==> src/sv/rplm_pkg.sv <==
// Package: widths, register indexes and saturating adders for the loss monitor.
`timescale 1ns / 1ps
`default_nettype none

package rplm_pkg;

  localparam int SEQ_W     = 16;
  localparam int TS_W      = 32;
  localparam int ILEN_W    = 14;
  localparam int PERIOD_W  = 32;
  localparam int CNT_W     = 16;
  localparam int PER_W     = 32;
  localparam int CUM_W     = 48;
  localparam int CFG_IDX_W = 1;
  localparam int CFG_DATA_W = 32;

  localparam logic [CFG_IDX_W-1:0] CFG_INTERVAL_LENGTH = 1'b0;
  localparam logic [CFG_IDX_W-1:0] CFG_REPORT_PERIOD   = 1'b1;

  localparam logic [ILEN_W-1:0]   ILEN_RESET   = 14'd10;
  localparam logic [PERIOD_W-1:0] PERIOD_RESET = 32'd450000;

  typedef logic [CNT_W-1:0] cnt_t;
  typedef logic [PER_W-1:0] per_t;
  typedef logic [CUM_W-1:0] cum_t;

  function automatic cnt_t sat_inc16(input cnt_t a);
    sat_inc16 = (a == '1) ? a : a + 1'b1;
  endfunction

  function automatic per_t sat_add32(input per_t a, input per_t b);
    logic [PER_W:0] s;
    s = {1'b0, a} + {1'b0, b};
    sat_add32 = s[PER_W] ? '1 : s[PER_W-1:0];
  endfunction

  function automatic cum_t sat_add48(input cum_t a, input per_t b);
    logic [CUM_W:0] s;
    s = {1'b0, a} + {{(CUM_W-PER_W+1){1'b0}}, b};
    sat_add48 = s[CUM_W] ? '1 : s[CUM_W-1:0];
  endfunction

endpackage

`default_nettype wire

==> src/sv/rplm_in_if.sv <==
// Packet request channel: sequence number and timestamp with valid/ready.
`timescale 1ns / 1ps
`default_nettype none

interface rplm_in_if import rplm_pkg::*; ();
  logic                valid;
  logic                ready;
  logic [SEQ_W-1:0]    seq_number;
  logic [TS_W-1:0]     media_timestamp;

  modport source (output valid, output seq_number, output media_timestamp, input ready);
  modport sink   (input valid, input seq_number, input media_timestamp, output ready);
endinterface

`default_nettype wire

==> src/sv/rplm_out_if.sv <==
// Result channel: report flag, last-period and cumulative totals with valid/ready.
`timescale 1ns / 1ps
`default_nettype none

interface rplm_out_if import rplm_pkg::*; ();
  logic       valid;
  logic       ready;
  logic       report_now;
  per_t       received_last;
  per_t       expected_last;
  cum_t       received_total;
  cum_t       expected_total;

  modport source (output valid, output report_now, output received_last,
                  output expected_last, output received_total, output expected_total,
                  input ready);
  modport sink   (input valid, input report_now, input received_last,
                  input expected_last, input received_total, input expected_total,
                  output ready);
endinterface

`default_nettype wire

==> src/sv/rtp_packet_loss_monitor_top.sv <==
// Top level: RTP packet loss monitor, window counters and periodic loss report.
//
//   channel  | dir | handshake          | payload
//   ---------+-----+--------------------+-------------------------------------------
//   in_if    | in  | valid/ready        | seq_number[15:0], media_timestamp[31:0]
//   out_if   | out | valid/ready        | report_now, received/expected_last[31:0],
//            |     |                    | received/expected_total[47:0]
//   cfg_*    | in  | cfg_we             | cfg_index (0 interval, 1 period), cfg_data
//
// One request per cycle while the result slot is free or draining; a request passes the
// input register, then update logic into the state and result registers.
// The state update is one pass per request: a 16-bit distance compare, a 32-bit saturating
// add into the period totals on a slide, then a 48-bit one into the totals on a report.
// Reset (rst_n low, synchronous) clears all counters and restores the register defaults.
// A stalled result holds; input keeps flowing while the result slot is free or draining.
`timescale 1ns / 1ps
`default_nettype none

module rtp_packet_loss_monitor_top import rplm_pkg::*; (
  input  wire                  clk,
  input  wire                  rst_n,
  input  wire                  cfg_we,
  input  wire [CFG_IDX_W-1:0]  cfg_index,
  input  wire [CFG_DATA_W-1:0] cfg_data,
  rplm_in_if.sink              in_if,
  rplm_out_if.source           out_if
);

  // config
  logic [ILEN_W-1:0]   ilen_r;
  logic [PERIOD_W-1:0] period_r;

  // input register
  logic             s0_valid_r;
  logic [SEQ_W-1:0] s0_seq_r;
  logic [TS_W-1:0]  s0_ts_r;

  // monitor state
  logic             win_valid_r;
  logic [SEQ_W-1:0] win_start_r;
  cnt_t             near_r;
  cnt_t             far_r;
  per_t             per_rcv_r;
  per_t             per_exp_r;
  cum_t             cum_rcv_r;
  cum_t             cum_exp_r;
  per_t             lat_rcv_r;
  per_t             lat_exp_r;
  logic [TS_W-1:0]  per_start_r;

  // result register (totals are read straight from the state)
  logic             out_valid_r;
  logic             report_r;

  logic             advance;
  logic             in_take;

  // next-state values
  logic             win_valid_nxt;
  logic [SEQ_W-1:0] win_start_nxt;
  cnt_t             near_nxt;
  cnt_t             far_nxt;
  per_t             per_rcv_nxt;
  per_t             per_exp_nxt;
  cum_t             cum_rcv_nxt;
  cum_t             cum_exp_nxt;
  per_t             lat_rcv_nxt;
  per_t             lat_exp_nxt;
  logic [TS_W-1:0]  per_start_nxt;
  logic             report_nxt;

  // window placement
  logic [SEQ_W-1:0] seq_dist;
  logic [SEQ_W-1:0] ilen_ext;
  logic [SEQ_W-1:0] ilen_x2;
  per_t             per_rcv_upd;
  per_t             per_exp_upd;
  logic [TS_W-1:0]  elapsed;

  // process when the result slot is free or draining this cycle
  assign advance     = s0_valid_r && (!out_valid_r || out_if.ready);
  assign in_if.ready = !s0_valid_r || advance;
  assign in_take     = in_if.valid && in_if.ready;

  assign ilen_ext = {{(SEQ_W-ILEN_W){1'b0}}, ilen_r};
  assign ilen_x2  = {{(SEQ_W-ILEN_W-1){1'b0}}, ilen_r, 1'b0};
  assign seq_dist = s0_seq_r - win_start_r;
  assign elapsed  = s0_ts_r - per_start_r;

  always_comb begin
    win_valid_nxt = 1'b1;
    win_start_nxt = win_start_r;
    near_nxt      = near_r;
    far_nxt       = far_r;
    per_rcv_upd   = per_rcv_r;
    per_exp_upd   = per_exp_r;

    if (!win_valid_r) begin
      // first packet anchors the window
      win_start_nxt = s0_seq_r;
      near_nxt      = sat_inc16(near_r);
    end else if (seq_dist < ilen_x2) begin
      if (seq_dist < ilen_ext) begin
        near_nxt = sat_inc16(near_r);
      end else begin
        far_nxt = sat_inc16(far_r);
      end
    end else begin
      // beyond both intervals: close near, slide by one interval
      per_rcv_upd   = sat_add32(per_rcv_r, {{(PER_W-CNT_W){1'b0}}, near_r});
      per_exp_upd   = sat_add32(per_exp_r, {{(PER_W-ILEN_W){1'b0}}, ilen_r});
      win_start_nxt = win_start_r + ilen_ext;
      near_nxt      = far_r;
      far_nxt       = cnt_t'(1);
    end

    per_rcv_nxt   = per_rcv_upd;
    per_exp_nxt   = per_exp_upd;
    cum_rcv_nxt   = cum_rcv_r;
    cum_exp_nxt   = cum_exp_r;
    lat_rcv_nxt   = lat_rcv_r;
    lat_exp_nxt   = lat_exp_r;
    per_start_nxt = per_start_r;
    report_nxt    = 1'b0;

    if ((elapsed > period_r) && (per_exp_upd != '0)) begin
      cum_rcv_nxt   = sat_add48(cum_rcv_r, per_rcv_upd);
      cum_exp_nxt   = sat_add48(cum_exp_r, per_exp_upd);
      lat_rcv_nxt   = per_rcv_upd;
      lat_exp_nxt   = per_exp_upd;
      per_rcv_nxt   = '0;
      per_exp_nxt   = '0;
      per_start_nxt = s0_ts_r;
      report_nxt    = 1'b1;
    end
  end

  // configuration registers
  always_ff @(posedge clk) begin
    if (!rst_n) begin
      ilen_r   <= ILEN_RESET;
      period_r <= PERIOD_RESET;
    end else if (cfg_we) begin
      case (cfg_index)
        CFG_INTERVAL_LENGTH: ilen_r   <= cfg_data[ILEN_W-1:0];
        CFG_REPORT_PERIOD:   period_r <= cfg_data[PERIOD_W-1:0];
        default: ;
      endcase
    end
  end

  // input register
  always_ff @(posedge clk) begin
    if (!rst_n) begin
      s0_valid_r <= 1'b0;
    end else if (in_if.ready) begin
      s0_valid_r <= in_if.valid;
    end
  end

  always_ff @(posedge clk) begin
    if (in_take) begin
      s0_seq_r <= in_if.seq_number;
      s0_ts_r  <= in_if.media_timestamp;
    end
  end

  // monitor state and result register
  always_ff @(posedge clk) begin
    if (!rst_n) begin
      win_valid_r <= 1'b0;
      win_start_r <= '0;
      near_r      <= '0;
      far_r       <= '0;
      per_rcv_r   <= '0;
      per_exp_r   <= '0;
      cum_rcv_r   <= '0;
      cum_exp_r   <= '0;
      lat_rcv_r   <= '0;
      lat_exp_r   <= '0;
      per_start_r <= '0;
      report_r    <= 1'b0;
      out_valid_r <= 1'b0;
    end else begin
      if (advance) begin
        win_valid_r <= win_valid_nxt;
        win_start_r <= win_start_nxt;
        near_r      <= near_nxt;
        far_r       <= far_nxt;
        per_rcv_r   <= per_rcv_nxt;
        per_exp_r   <= per_exp_nxt;
        cum_rcv_r   <= cum_rcv_nxt;
        cum_exp_r   <= cum_exp_nxt;
        lat_rcv_r   <= lat_rcv_nxt;
        lat_exp_r   <= lat_exp_nxt;
        per_start_r <= per_start_nxt;
        report_r    <= report_nxt;
        out_valid_r <= 1'b1;
      end else if (out_if.ready) begin
        out_valid_r <= 1'b0;
      end
    end
  end

  assign out_if.valid          = out_valid_r;
  assign out_if.report_now     = report_r;
  assign out_if.received_last  = lat_rcv_r;
  assign out_if.expected_last  = lat_exp_r;
  assign out_if.received_total = cum_rcv_r;
  assign out_if.expected_total = cum_exp_r;

endmodule

`default_nettype wire

==> src/flat_wrapper.sv <==
// flat-port wrapper written by rule: the top's interface ports become plain ports
module rtp_packet_loss_monitor_top_flat import rplm_pkg::*;
  (clk, rst_n, cfg_we, cfg_index, cfg_data, in_if_valid, in_if_seq_number, in_if_media_timestamp, in_if_ready, out_if_valid, out_if_report_now, out_if_received_last, out_if_expected_last, out_if_received_total, out_if_expected_total, out_if_ready);
  rplm_in_if in_if_i ();
  rplm_out_if out_if_i ();
  input  wire clk;
  input  wire rst_n;
  input  wire cfg_we;
  input  wire [CFG_IDX_W-1:0] cfg_index;
  input  wire [CFG_DATA_W-1:0] cfg_data;
  input wire logic [$bits(in_if_i.valid)-1:0] in_if_valid;
  input wire logic [$bits(in_if_i.seq_number)-1:0] in_if_seq_number;
  input wire logic [$bits(in_if_i.media_timestamp)-1:0] in_if_media_timestamp;
  output wire logic [$bits(in_if_i.ready)-1:0] in_if_ready;
  output wire logic [$bits(out_if_i.valid)-1:0] out_if_valid;
  output wire logic [$bits(out_if_i.report_now)-1:0] out_if_report_now;
  output wire logic [$bits(out_if_i.received_last)-1:0] out_if_received_last;
  output wire logic [$bits(out_if_i.expected_last)-1:0] out_if_expected_last;
  output wire logic [$bits(out_if_i.received_total)-1:0] out_if_received_total;
  output wire logic [$bits(out_if_i.expected_total)-1:0] out_if_expected_total;
  input wire logic [$bits(out_if_i.ready)-1:0] out_if_ready;
  assign in_if_i.valid = in_if_valid;
  assign in_if_i.seq_number = in_if_seq_number;
  assign in_if_i.media_timestamp = in_if_media_timestamp;
  assign in_if_ready = in_if_i.ready;
  assign out_if_valid = out_if_i.valid;
  assign out_if_report_now = out_if_i.report_now;
  assign out_if_received_last = out_if_i.received_last;
  assign out_if_expected_last = out_if_i.expected_last;
  assign out_if_received_total = out_if_i.received_total;
  assign out_if_expected_total = out_if_i.expected_total;
  assign out_if_i.ready = out_if_ready;
  rtp_packet_loss_monitor_top u_core (.clk(clk), .rst_n(rst_n), .cfg_we(cfg_we), .cfg_index(cfg_index), .cfg_data(cfg_data), .in_if(in_if_i), .out_if(out_if_i));
endmodule
==> config.mk <==
export PLATFORM = sky130hd
export DESIGN_NAME = rtp_packet_loss_monitor_top_flat
export DESIGN_NICKNAME = d
export VERILOG_FILES = /design/src/sv/rplm_pkg.sv /design/src/sv/rplm_in_if.sv /design/src/sv/rplm_out_if.sv /design/src/sv/rtp_packet_loss_monitor_top.sv /design/src/flat_wrapper.sv
export SDC_FILE = /design/constraint.sdc
export NUM_CORES = 1
export LEC_CHECK = 0
export BUFFER_PORTS_ARGS = -buffer_cell sky130_fd_sc_hd__buf_2
export CORE_UTILIZATION = 45
export CTS_CLUSTER_DIAMETER = 80
export DETAILED_ROUTE_END_ITERATION = 16
export PLACE_DENSITY = 0.61
export SYNTH_ARGS = -nofsm -noshare
export SYNTH_HDL_FRONTEND = slang
export SYNTH_SLANG_ARGS = --single-unit
export TNS_END_PERCENT = 100
==> constraint.sdc <==
create_clock -name clk -period 10.3 [get_ports clk]
set_clock_uncertainty 0.05 [all_clocks]
set_input_delay 0.515 -clock clk [delete_from_list [all_inputs] [get_ports clk]]
set_output_delay 0.515 -clock clk [all_outputs]
set_load 0.02 [all_outputs]
* Word-level counts from Yosys, hierarchy flattened
Index checks and enable logic that the tools add are counted.
Word-level totals: bits in writable memories 0, register bits 402, logic and storage cells 74, output and inout bits 163, latch bits 0, input bits 86, memory bits (read-only) 0, memories 0
Cells by class: equal/unequal tests 6, $lt $le $gt $ge 3, bitwise gates (word level) 1, shift operators 0, reduce and logical (&&, ||, !) cells 15, $add $sub $neg 9, div/mod/pow operators 0, mux-type cells 22, $mul 0
Operator list (number):
- 32-bit 2-to-1 mux | 8
- 16-bit 2-to-1 mux | 9
- 48-bit by 32-bit adder with 49-bit output | 2
- 48-bit 2-to-1 mux | 2
- 32-bit by 14-bit adder with 33-bit output | 1
- 32-bit by 16-bit adder with 33-bit output | 1
- 16-bit by 1-bit adder with 16-bit output, second input constant | 2
- 16-bit equality test, second input constant | 2
- 32-bit > comparator | 1
- 32-bit nonzero test | 1
- 32-bit subtractor | 1
- 16-bit by 14-bit adder with 16-bit output | 1
- 16-bit by 14-bit < comparator with 1-bit output | 1
- 16-bit by 15-bit < comparator with 1-bit output | 1
- 16-bit subtractor | 1
- 2-bit AND reduction | 5
- 2-bit inequality test, second input constant | 3
- 4-bit AND reduction | 1
- 1-bit logical AND | 3
- 1-bit 2-to-1 mux | 3
- 3-bit inequality test, second input constant | 1
- 1-bit zero test | 2
- 1-bit logical OR | 2
- 2-bit nonzero test | 1
- 1-bit inverter | 1

* Depth between registers and ports, before layout
depth after elaboration 7, mapped depth 40, gate-level depth less buffers 37

* Least setup slack after synthesis
Ideal clock, no wire load.
path type flip-flop to flip-flop, start point reg u_core.s0_seq_r[0], end point reg u_core.cum_rcv_r[45], in the netlist u_core.out_if.received_total[45], arrival time 7.620 ns, clock period less this slack 7.789 ns, cell stages (with the launch flop) 39, data required time 10.131 ns, path slack 2.511 ns, library setup time 0.119 ns, path buffers 3, cell sequence edfxtp_1 > inv_1 > ha_1 > fa_1 > nor2b_1 > o21ai_0 > a21boi_0 > o21a_1 > o21ai_0 > a21boi_0 > o221ai_1 > xor2_1 > inv_1 > ha_1 > and2_1 > nand4_1 > a211o_1 > and4b_1 > [... 3 more ...] > nand2_1 > a2111oi_0 > a41oi_1 > clkbuf_1 > o211ai_1 > ha_1 > a21o_1 > a21oi_1 > and4b_1 > o31a_1 > o41ai_1 > o41ai_1 > o21ai_0 > o31ai_1 > nor2_1 > a31oi_1 > nor2b_1 > o221a_2
On the way: elaborated cells on any way between the ends 11, classes of those cells add/sub (2); order compare (1); mux (5); reduce/logical (3)
RTL lines:
- start, declared | line rtp_packet_loss_monitor_top.sv:35 | logic [SEQ_W-1:0] s0_seq_r;
- start signal, assigned | line rtp_packet_loss_monitor_top.sv:163 | s0_seq_r <= in_if.seq_number;
- 16-bit subtractor | line rtp_packet_loss_monitor_top.sv:87 | assign seq_dist = s0_seq_r - win_start_r;
- 16-bit by 15-bit < comparator with 1-bit output | line rtp_packet_loss_monitor_top.sv:102 | end else if (seq_dist < ilen_x2) begin
- 32-bit 2-to-1 mux | line rtp_packet_loss_monitor_top.sv:102
- 32-bit 2-to-1 mux | line rtp_packet_loss_monitor_top.sv:98 | if (!win_valid_r) begin
- via u_core.per_rcv_upd[4] | line rtp_packet_loss_monitor_top.sv:76 | per_t per_rcv_upd;
- 48-bit by 32-bit adder with 49-bit output | line rplm_pkg.sv:39 | s = {1'b0, a} + {{(CUM_W-PER_W+1){1'b0}}, b};
- 48-bit 2-to-1 mux | line rplm_pkg.sv:40 | sat_add48 = s[CUM_W] ? '1 : s[CUM_W-1:0];
- end signal, assigned | line rtp_packet_loss_monitor_top.sv:192 | cum_rcv_r <= cum_rcv_nxt;
- end, declared | line rtp_packet_loss_monitor_top.sv:45 | cum_t cum_rcv_r;
The timed path passes the listed nets, and every way through them passes these cells. A chain may end at the register's enable or synchronous reset.

* Final worst setup path
start point reg u_core.s0_seq_r[0], end point reg u_core.cum_rcv_r[4], in the netlist u_core.out_if.received_total[4]
The elaborated chain is that of the path after synthesis.

==> impl_metrics.toml <==
[status]
status = "complete, no violations"

[clocking]
post_cts_buffers = 0
cts_resized = 0
cts_tree = "built"
cts-hold-fix-buffers = 0
numCtsBuffers = 48
cts_root_buffer = "clkbuf_16"
htree_levels = 2
cts.sinks = 402
insertion_delay_ns = 0.62
cts_buffer_depth = 3
path_clk_slew_ns = 0.06

[grt]
grt-ovfl-total = 0
grt_usage = 0.248
antenna_found_initial = 0
grt_pass1_vias = 21200
grt_pass1_wl_um = 114000
grt_max_degree = 95

[hold_path]
whs_endpoint = "u_core.s0_ts_r[30]$_DFFE_PP_"
hp-class = "in -> reg"
min_path_cells = 1
hold_start = "in_if_media_timestamp[30]"

[power]
p_per_area_nw_per_um2 = 153
ir_drop_v = 0.000135
power_frac_clock = 0.385
p_leak_nw = 12.1
seq_power_share = 0.398
power.net_switching_mw = 1.36
internal-power_mw = 2.99
pwr-share-comb = 0.217
switching_share = 0.313

[synth]
yosys_warnings = 0
ys_ff_latch = 402
netlist_top_cells_count = "dfxtp_1 (354), nor2_1 (319), nand2_1 (223)"
yosysTopAreaCell = "dfxtp_1"
synth.cell_area_um2 = 25000
yosysSeqAreaShare = 0.341
async_flop_share = 0
synth.most_common_cell = "dfxtp_1"
synth_cell_types = 82
post_synth.cell_area_avg_um2 = 8.62
synthCells = 2900
netlist_top_cells_area = "dfxtp_1 (28%), ha_1 (11%), edfxtp_1 (5.8%)"
synth_nets = 3207
synth-edff-count = 48
yosysTopAreaCellShare = 0.284
ys.flop_type = "dfxtp_1"

[layout]
antenna-diode-count = 0
final_area_um2 = 28500
finalNetCount = 3412
layout-drive-gt1-share = 0.135
postLayoutCoreUtil = 0.518
fillers = 5156
area_delta_synth_final_pct = 13.9

[timing]
fin_tns_setup_ns = 0
rsz0062_at_grt = "no"
finalHoldViolCount = 0
tightest_slew_ns = 1.11
finalCritPeriodShare = 0.908
relSlewSlack = 0.253
maxSlewViolCount = 0
min_period_ns = 9.36
worst_slack_ns = 0.945
worst_hold_slack_ns = 0.0409
setup_violations = 0
max_freq_ghz = 0.107

[die]
rows = 86
coreArea_um2 = 55000
die_x_um = 238
die_area_um2 = 56500
die_h_um = 238
start_util = 0.454
io_pins = 249

[setup_path]
r2r-end = "u_core.out_if.received_total[4]$_SDFFE_PN0P_"
worstPathRequired_ns = 10.69
cp.arrival_ns = 9.75
reg2reg_slack_ns = 0.94
cp-start-kind = "flop"
cp_num_buf_inv = 6
max_stage_delay_ns = 0.70
crit_family = "compound AO/OA/AOI/OAI gates"
cp-end-kind = "flop"
slowest_stage = "o41ai_1"
cp.depth = 37
critical_path_class = "reg -> reg"
cpMostUsedCell = "o21ai_0"
regToRegStartpoint = "u_core.s0_seq_r[0]$_DFFE_PP_"
rr_worst_depth = 37
crit_path_max_fanout = 43

[route]
first_pass_iters = 5
drc = 0
wirelength_um = 72500
vias = 22400
via_per_inst = 5.75
first_iter_violations = 1582
avgRoutedWirePerCell_um = 18.6
ant_nets = 0

[placement]
hpwl_um = 53700
port_buffers = 248
post_dp_cell_area_um2 = 26900
place_congestion = 0.930
pre_cts_ws_ns = 1.12

[job]
drv_cap = 0
registers in the layout, summed over array words and instances (netlist names):
signal,flops
u_core.out_if.report_now,1
u_core.out_if.received_last,32
u_core.near_r,16
u_core.out_if.valid,1
u_core.far_r,16
u_core.win_start_r,16
u_core.per_rcv_r,32
u_core.out_if.received_total,48
u_core.period_r,32
u_core.per_exp_r,32
u_core.out_if.expected_total,48
u_core.s0_seq_r,16
u_core.ilen_r,14
u_core.per_start_r,32
u_core.s0_valid_r,1
u_core.s0_ts_r,32
u_core.out_if.expected_last,32
u_core.win_valid_r,1
layout make-up:
cell class,count,area [um^2],share of cell area
clock buffers,67,1360,0.0479
clock inverters,22,203,0.00712
inverters,158,598,0.0210
multi-input cells,2210,15300,0.536
flip-flops and latches,402,8530,0.300
well taps,748,936,0.0329
repair buffers,285,1570,0.0551
power by group through the flow:
stage / Clock, mW / Combinational, mW / Sequential (mW)
floorplan: 0 / 0.668 / 1.78
global placement: 0 / 0.919 / 1.77
detailed placement: 0 / 0.939 / 1.77
CTS: 1.72 / 0.945 / 1.74
global route: 1.79 / 1.06 / 1.74
finish: 1.68 / 0.947 / 1.73
placed cells by master, fill, tap and decap left out, types with 33 or more instances in the layout:
cell type,n
a21o_1,77
a21oi_1,199
a22o_1,57
a311oi_1,72
a31oi_1,46
and3_1,47
buf_2,248
buf_4,33
clkbuf_16,48
dfxtp_1,354
edfxtp_1,48
ha_1,214
inv_1,157
mux2i_1,103
nand2_1,222
nand3_1,63
nand4_1,33
nor2_1,316
nor3_1,55
o211ai_1,40
o21a_1,42
o21ai_0,113
xnor2_1,70
xor2_1,58
per-layer routing:
metal,GRT usage,vias to the layer above,wire length (um)
li1,-,11100,-
met4,0.0847,0,2180
met1,0.326,10600,32300
met3,0.0331,123,3550
met2,0.418,545,34400
met5,0,-,0
worst max-delay path by stage:
stage | from | end | slack (ns)
floorplan | u_core.s0_seq_r[0]$_DFFE_PP_ | u_core.out_if.received_total[45]$_SDFFE_PN0P_ | 2.51
global placement | u_core.s0_seq_r[0]$_DFFE_PP_ | u_core.out_if.received_total[4]$_SDFFE_PN0P_ | 1.38
detailed placement | u_core.s0_seq_r[0]$_DFFE_PP_ | u_core.out_if.expected_total[5]$_SDFFE_PN0P_ | 1.12
CTS | u_core.s0_seq_r[0]$_DFFE_PP_ | u_core.out_if.expected_total[19]$_SDFFE_PN0P_ | 1.03
global route | u_core.s0_seq_r[0]$_DFFE_PP_ | u_core.out_if.received_total[3]$_SDFFE_PN0P_ | 0.17
finish | u_core.s0_seq_r[0]$_DFFE_PP_ | u_core.out_if.received_total[4]$_SDFFE_PN0P_ | 0.94
metrics by stage:
step	power, mW	instances
CTS	4.41	3892
global placement	2.69	3803
floorplan	2.45	2900
finish	4.36	3892
detailed placement	2.71	3803
global route	4.59	3892
worst reg2reg max path: cells and delay by family, from the launching register on:
kind            cells  cell delay, ns
compound gates     18            4.62
fa+ha+maj           5            1.39
simple gates        7            1.31
buf+inv             6            1.21
flops               1            0.32
xor+xnor            1            0.29
cells by family after synthesis:
kind of cell	Yosys count	synth area share
AOI/OAI and AO/OA	846	0.237
xor gates and xnor gates	128	0.0449
adders and majority gates	221	0.113
buffers and inverters	288	0.0492
DFF	402	0.341
muxes	109	0.0440
and+or+nand+nor	906	0.171
No activity file was read; power rests on OpenSTA's default activity.
